<file path="src/hdl/fcte_pkg.sv">
package fcte_pkg;

	localparam int CACHE_SLOTS_DEF = 32;
	localparam int IDX_W = 6;
	localparam int CNT_W = 6;
	localparam int MS_PER_S = 1000;

	localparam logic [1:0] REG_ACTIVE_TO = 2'd0;
	localparam logic [1:0] REG_INACTIVE_TO = 2'd1;
	localparam logic [1:0] REG_CACHE_LIMIT = 2'd2;

	localparam logic [7:0] FLAG_FIN = 8'h01;
	localparam logic [7:0] FLAG_RST = 8'h04;

	typedef struct packed {
		logic [31:0] src_addr;
		logic [31:0] dst_addr;
		logic [15:0] src_port;
		logic [15:0] dst_port;
		logic [7:0]  protocol;
		logic [7:0]  tos;
	} flow_key_t;

	typedef struct packed {
		flow_key_t   key;
		logic [31:0] packets;
		logic [31:0] octets;
		logic [31:0] first;
		logic [31:0] last;
		logic [7:0]  flags;
	} flow_rec_t;

	// Packet context shared by every cell of the row.
	typedef struct packed {
		flow_key_t   key;
		logic [15:0] octets;
		logic [7:0]  flags;
		logic [31:0] uptime;
		logic [31:0] t_active;
		logic [31:0] t_inactive;
	} pkt_ctx_t;

	// Word handed from cell to cell during a search pass.
	typedef struct packed {
		logic             go;
		logic             old_found;
		logic [31:0]      old_first;
		logic [IDX_W-1:0] old_idx;
		logic             hit_found;
		logic [IDX_W-1:0] hit_idx;
		logic             free_found;
		logic [IDX_W-1:0] free_idx;
		logic [CNT_W-1:0] count;
	} chain_t;

endpackage

</file>
<file path="src/hdl/fcte_cell.sv">
module fcte_cell #(
	parameter int SLOT = 0
) (
	input  logic               clk,
	input  logic               arst_n,
	input  fcte_pkg::pkt_ctx_t ctx,
	input  logic               clr,
	input  logic               load,
	input  logic               upd,
	input  fcte_pkg::chain_t   chain_in,
	output fcte_pkg::chain_t   chain_out,
	output fcte_pkg::flow_rec_t rec,
	output logic               valid,
	output logic               expired
);
	import fcte_pkg::*;

	logic      valid_q;
	flow_rec_t rec_q;
	chain_t    chain_q;
	chain_t    chain_d;
	logic      match;

	assign valid = valid_q;
	assign rec = rec_q;
	assign chain_out = chain_q;
	assign match = valid_q && (rec_q.key == ctx.key);

	// A flow times out when its start or its last packet lies too far back.
	assign expired = (ctx.t_active < ctx.uptime && rec_q.first < ctx.uptime - ctx.t_active) ||
		(ctx.t_inactive < ctx.uptime && rec_q.last < ctx.uptime - ctx.t_inactive);

	always_ff @(posedge clk or negedge arst_n) begin
		if (!arst_n) begin
			valid_q <= 1'b0;
		end else if (clr) begin
			valid_q <= 1'b0;
		end else if (load) begin
			valid_q <= 1'b1;
		end
	end

	always_ff @(posedge clk) begin
		if (load) begin
			rec_q.key <= ctx.key;
			rec_q.packets <= 32'd1;
			rec_q.octets <= 32'(ctx.octets);
			rec_q.first <= ctx.uptime;
			rec_q.last <= ctx.uptime;
			rec_q.flags <= ctx.flags;
		end else if (upd) begin
			rec_q.packets <= rec_q.packets + 32'd1;
			rec_q.octets <= rec_q.octets + 32'(ctx.octets);
			rec_q.last <= ctx.uptime;
			rec_q.flags <= rec_q.flags | ctx.flags;
		end
	end

	// Strict compare keeps the lower slot on equal start times.
	always_comb begin
		chain_d = chain_in;
		if (chain_in.go) begin
			if (valid_q && (!chain_in.old_found || rec_q.first < chain_in.old_first)) begin
				chain_d.old_found = 1'b1;
				chain_d.old_first = rec_q.first;
				chain_d.old_idx = IDX_W'(SLOT);
			end
			if (!chain_in.hit_found && match) begin
				chain_d.hit_found = 1'b1;
				chain_d.hit_idx = IDX_W'(SLOT);
			end
			if (!chain_in.free_found && !valid_q) begin
				chain_d.free_found = 1'b1;
				chain_d.free_idx = IDX_W'(SLOT);
			end
			chain_d.count = chain_in.count + CNT_W'(valid_q);
		end
	end

	always_ff @(posedge clk or negedge arst_n) begin
		if (!arst_n) begin
			chain_q <= '0;
		end else begin
			chain_q <= chain_d;
		end
	end
endmodule

</file>
<file path="config.mk">
export PLATFORM = sky130hd
export DESIGN_NAME = fcte_cell
export DESIGN_NICKNAME = d
export VERILOG_FILES = /design/src/hdl/fcte_pkg.sv /design/src/hdl/fcte_cell.sv
export SDC_FILE = /design/constraint.sdc
export NUM_CORES = 1
export LEC_CHECK = 0
export BUFFER_PORTS_ARGS = -buffer_cell sky130_fd_sc_hd__buf_2
export CAP_MARGIN = 20
export CORE_AREA = 4 4 235 237
export DETAILED_ROUTE_END_ITERATION = 6
export DIE_AREA = 0 0 239 241
export PLACE_DENSITY = 0.56
export SYNTH_ARGS = -nofsm -noshare
export SYNTH_HDL_FRONTEND = slang
export SYNTH_SLANG_ARGS = --single-unit
</file>
<file path="constraint.sdc">
create_clock -name clk -period 7.7 [get_ports clk]
set_input_delay 1.54 -clock clk [delete_from_list [all_inputs] [get_ports clk]]
set_output_delay 1.54 -clock clk [all_outputs]
set_load 0.01 [all_outputs]
</file>
### Word level (Yosys, flattened, before mapping)

Index checks and enable logic that the tools add are counted.

* $lt $le $gt $ge: 5
* mux-type cells: 10
* reduce and logical (&&, ||, !) cells: 14
* equality and inequality tests: 1
* bitwise logic cells: 1
* add/subtract/negate cells: 5

Operators by type and width (number)
* $lt 32x32->1: 5
* $eq 112x112->1: 1
* $mux 40: 2
* $sub 32x32->32: 2
* $mux 59: 1
* $mux 39: 1
* $add 32x1->32 const B: 1
* $add 32x16->32: 1
* $mux 16: 2
* $mux 7: 2
* $or 8x8->8: 1
* $add 6x1->6: 1
* $logic_and 1x1->1: 6
* $logic_not 1->1: 4
* $reduce_bool 2->1: 2
* $logic_or 1x1->1: 2
* $mux 1: 2

* word-level logic and storage cells: 58
* register bits: 309
* output and inout port bits: 310
* input bits: 297

### Longest topological paths before layout

* depth in word-level cells: 5
* mapped depth: 19

### Worst setup path before layout

OpenSTA, ideal clock, no wires.

* path type: input to output
* start: in ctx[6] (netlist name)
* end: out expired
* stages: 18
* buffers on the path: 0
* arrival: 5119 ps
* slack: 1041 ps
* cell sequence: inv_1 ha_1 a21oi_1 o21ai_0 or3_1 o21ai_0 o21bai_1 a21o_1 a21oi_1 xor2_1 ha_1 a21o_1 a211oi_1 a2111o_1 a31oi_1 o41ai_1 a21oi_1 o32ai_1

* word-level cells in the longest chain between the ends: 4

RTL lines
* from (decl): RTL line fcte_cell.sv:6 `input fcte_pkg::pkt_ctx_t ctx,`
* $sub 32x32->32: RTL line fcte_cell.sv:31 `(ctx.t_inactive < ctx.uptime && rec_q.last < ctx.uptime - ctx.t_inactive);`
* $lt 32x32->1: RTL line fcte_cell.sv:31
* $logic_and 1x1->1 (*): RTL line fcte_cell.sv:31
* $logic_or 1x1->1 (*): RTL line fcte_cell.sv:30 `assign expired = (ctx.t_active < ctx.uptime && rec_q.first < ctx.uptime - ctx.t_active) ||`
* to (decl): RTL line fcte_cell.sv:14 `output logic expired`

Mark *: on every way between the ends. The rest lies on a longest branch, timed or not.

### Final worst setup path

* start: in ctx[70] (netlist name)
* end: out expired

* word-level cells in the longest chain between the ends: 4

RTL lines (RTL line)
* $sub 32x32->32, on equally long branches: fcte_cell.sv:30, fcte_cell.sv:31
* $lt 32x32->1, on equally long branches: fcte_cell.sv:30, fcte_cell.sv:31
* $logic_and 1x1->1, on equally long branches: fcte_cell.sv:30, fcte_cell.sv:31
* $logic_or 1x1->1 (*): fcte_cell.sv:30

Marked as above.

==> impl_metrics.yaml <==
outcome:
  outcome: "finished, final reports clean"
pwr:
  peakVddDrop_mv: 0.147
  p_per_area_mw_per_mm2: 215
  power.leakage_uw: 0.0110
placed_design:
  dp_hpwl_um: 54200
  globalplace.congestion: 0.904
  io_buffers: 606
yosys:
  ys_seq_area_share_pct: 47.0
  ys.flop_type: "edfxtp_1"
  synth_nets: 2145
  synthArstFlopShare_pct: 19.7
  ys_types: 68
  avgSynthCellArea_um2: 10.8
  yosys-top-cells-area: "edfxtp_1, ha_1, dfrtp_1"
  yosysWarningCount: 0
  synth_area_leader_cell: "edfxtp_1"
  synth_top_area_share_pct: 33.2
  syn_area_mm2: 0.0181
  syn_inst: 1669
  synth-edff-count: 200
  ys_seq_elements: 309
floorplan:
  core-area_mm2: 0.0533
  start_util_pct: 33.9
  pin_count: 607
  die_width_um: 239
  die_h_um: 241
  rows: 85
  dieArea_mm2: 0.0576
clock_tree:
  clock-root-buffer: "clkbuf_16"
  hold_buffers: 0
  cts_max_level: 2
  cts_made_buffers: 38
  clk_pin_slew_ns: 0.06
  tritoncts: "done"
  clkLatencyLatePin_ns: 0.55
  clock-sinks: 309
  cts_max_path_buffers: 3
timing:
  fmax_mhz: 136
  fin_setup_tns_ns: 0
  finalCriticalPeriod_ns: 7.37
  grt_setup_unrepaired: "false"
  hold_viol_final: 0
  clock_skew_ns: 0.0219
  slew_violations: 0
  max_slew_margin_pct: 34.6
  max_slew.worst_pin.slew_ns: 0.981
  timing.final.crit_share_pct: 95.7
  setup_viol: 0
final_layout:
  finalNetCount: 2772
  layout_commonest_cell: "buf_2"
  utilization_pct: 43.5
  multi_input_area_mm2: 0.00890
  layout_common_cells: "buf_2, edfxtp_1, ha_1"
  seq_area_mm2: 0.00849
  fillCellCount: 5206
  area_delta_synth_final_pct: 28.1
  drive_gt1_share_pct: 30.9
grt:
  antenna_found_initial: 20
  track_usage_pct: 22.0
  grt_max_degree: 90
  grt_first_pass_wirelength_um: 96800
  overflow: 0
  grt_pass1_vias: 15900
route:
  dr_wl_met3_um: 4980
  ant_nets: 0
  dr_wl_met2_um: 32400
  top_layer_used: "met5"
  drc_errors: 0
  m1WireLength_um: 25900
  wl_per_cell_um: 21.9
  drtIter0Drc: 902
  drt_first_pass_iters: 5
  vias_per_cell: 5.15
  vias: 15600
  drt-total-wl_um: 66400
critical_path:
  r2r-start: "rec[78]"
  reg2reg_depth: 9
  path_cells: "buf_2, ha_1, a21oi_1, o21ai_0, or3_1, o21ai_1, o21bai_1, a21o_1, a21oi_1, xor2_1, ha_1, a21o_1, a211oi_1, a2111o_1, a31oi_1, o41ai_1, a21oi_1, o32ai_1, buf_2"
  crit_top_cell: "a21oi_1"
  crit_path_end: "expired"
  slowest_stage: "o41ai_1"
  regToRegSetupSlack_ns: 4.43
  reg2reg_to: "rec[99]"
  path_class: "primary input to primary output"
  cp-end-kind: "primary output"
  worstSetupStartpoint: "ctx[70]"
  worst_ep_arrival_time_ns: 5.83
  path_max_fanout: 6
  cp-start-kind: "primary input"
  cp.required_ns: 6.16
  slowest_delay_ns: 0.42
min_path:
  hold_class: "flop to flop"
  holdPathStages: 2
run:
  drv_cap: 0
worst min-delay path by stage:
| stage | start | end |
|---|---|---|
| floorplan | rec[103] | rec[103] |
| global route | rec[91] | rec[91] |
| CTS | rec[91] | rec[91] |
| global placement | rec[103] | rec[103] |
| finish | rec[131] | rec[131] |
| detailed placement | rec[120] | rec[120] |
registers in the layout, summed over array words and instances, names as in the netlist:
signal,flops
valid,1
chain_out,60
rec,248
cells in the mapped netlist (4+ instances only):
cell       count
a21oi_1       97
xnor2_1       57
a31oi_1        9
a221o_1        6
a221oi_1       8
ha_1         176
or4_1          4
or3_1         22
mux2_4        14
nor2b_1       30
and2_1        16
a211oi_1       9
a211o_1        5
nor4_1        22
edfxtp_1     200
a31o_2         4
xor2_1       115
nand2b_1      24
o211ai_1       9
o31a_1         5
dfxtp_1       48
mux2_2        22
o22ai_1       12
o2bb2ai_1      8
a21o_1        73
and3_1        19
nand3_1       23
nand4_1       43
and4_1         7
o31ai_1        5
nor3_1        23
or2_2          4
a2111oi_0      8
clkbuf_1      16
o21ai_0       68
inv_1        158
dfrtp_1       61
nor2_1        84
o21bai_1      14
o21a_1        10
nand2_1       81
logic make-up (layout without fill, tap and decap cells):
group           after synthesis  count (layout)  synth area share, %
mux                          37              37                 2.59
xor+xnor                    172             172                 8.33
buf+inv                     182             837                 3.92
simple gates                406             406                 11.6
other cells                   0              12                    0
flops                       309             309                 47.0
fa+ha+maj                   179             179                 12.5
compound gates              384             384                 14.1
layer usage:
metal / vias up / track usage, %
li1: 7387 / -
met1: 7451 / 25.9
met2: 605 / 37.9
met3: 149 / 5.71
met4: 18 / 9.85
met5: - / 0
area by class of cell:
cell class                      count  share of cell area (%)
Timing Repair Buffer              611                    13.3
Sequential cell                   309                    36.6
Inverter                          158                    2.56
Clock buffer                       59                    4.93
Tap cell                          696                    3.76
Clock inverter                      9                   0.259
Multi-Input combinational cell   1178                    38.4
Antenna cell                       12                   0.130
power breakdown:
| group | switching, uW | internal (uW) | total [uW] |
|---|---|---|---|
| clock | 716 | 1020 | 1740 |
| sequential | 107 | 1920 | 2030 |
| combinational | 689 | 519 | 1210 |
| total | 1510 | 3460 | 4970 |
worst max-delay path: cells and delay by family:
family,cells,cell delay [ns]
AO/OA/AOI/OAI,13,2.79
XOR/XNOR,1,0.17
adder cells (fa/ha/maj),2,0.62
buffers and inverters,2,0.34
AND/OR/NAND/NOR,1,0.35
metrics by stage:
step	hold slack, ns	power [uW]	setup slack [ns]	std cells	cell area (um^2)
after global routing	0.534	5250	0.00871	3028	23200
after detailed placement	0.492	3270	0.159	2951	21900
after CTS	0.506	5030	0.164	3019	23100
final	0.504	4970	0.331	3032	23200
after floorplan	0.502	2760	1.04	1669	18100
after global placement	0.468	3250	0.295	2951	21900
repair_timing:
action                                  4_1_cts  5_1_grt
resized for setup                             0        3
endpoints found under the setup margin        0        1
setup buffers                                 0        0
Note: power is estimated with default switching activity, not from simulation.
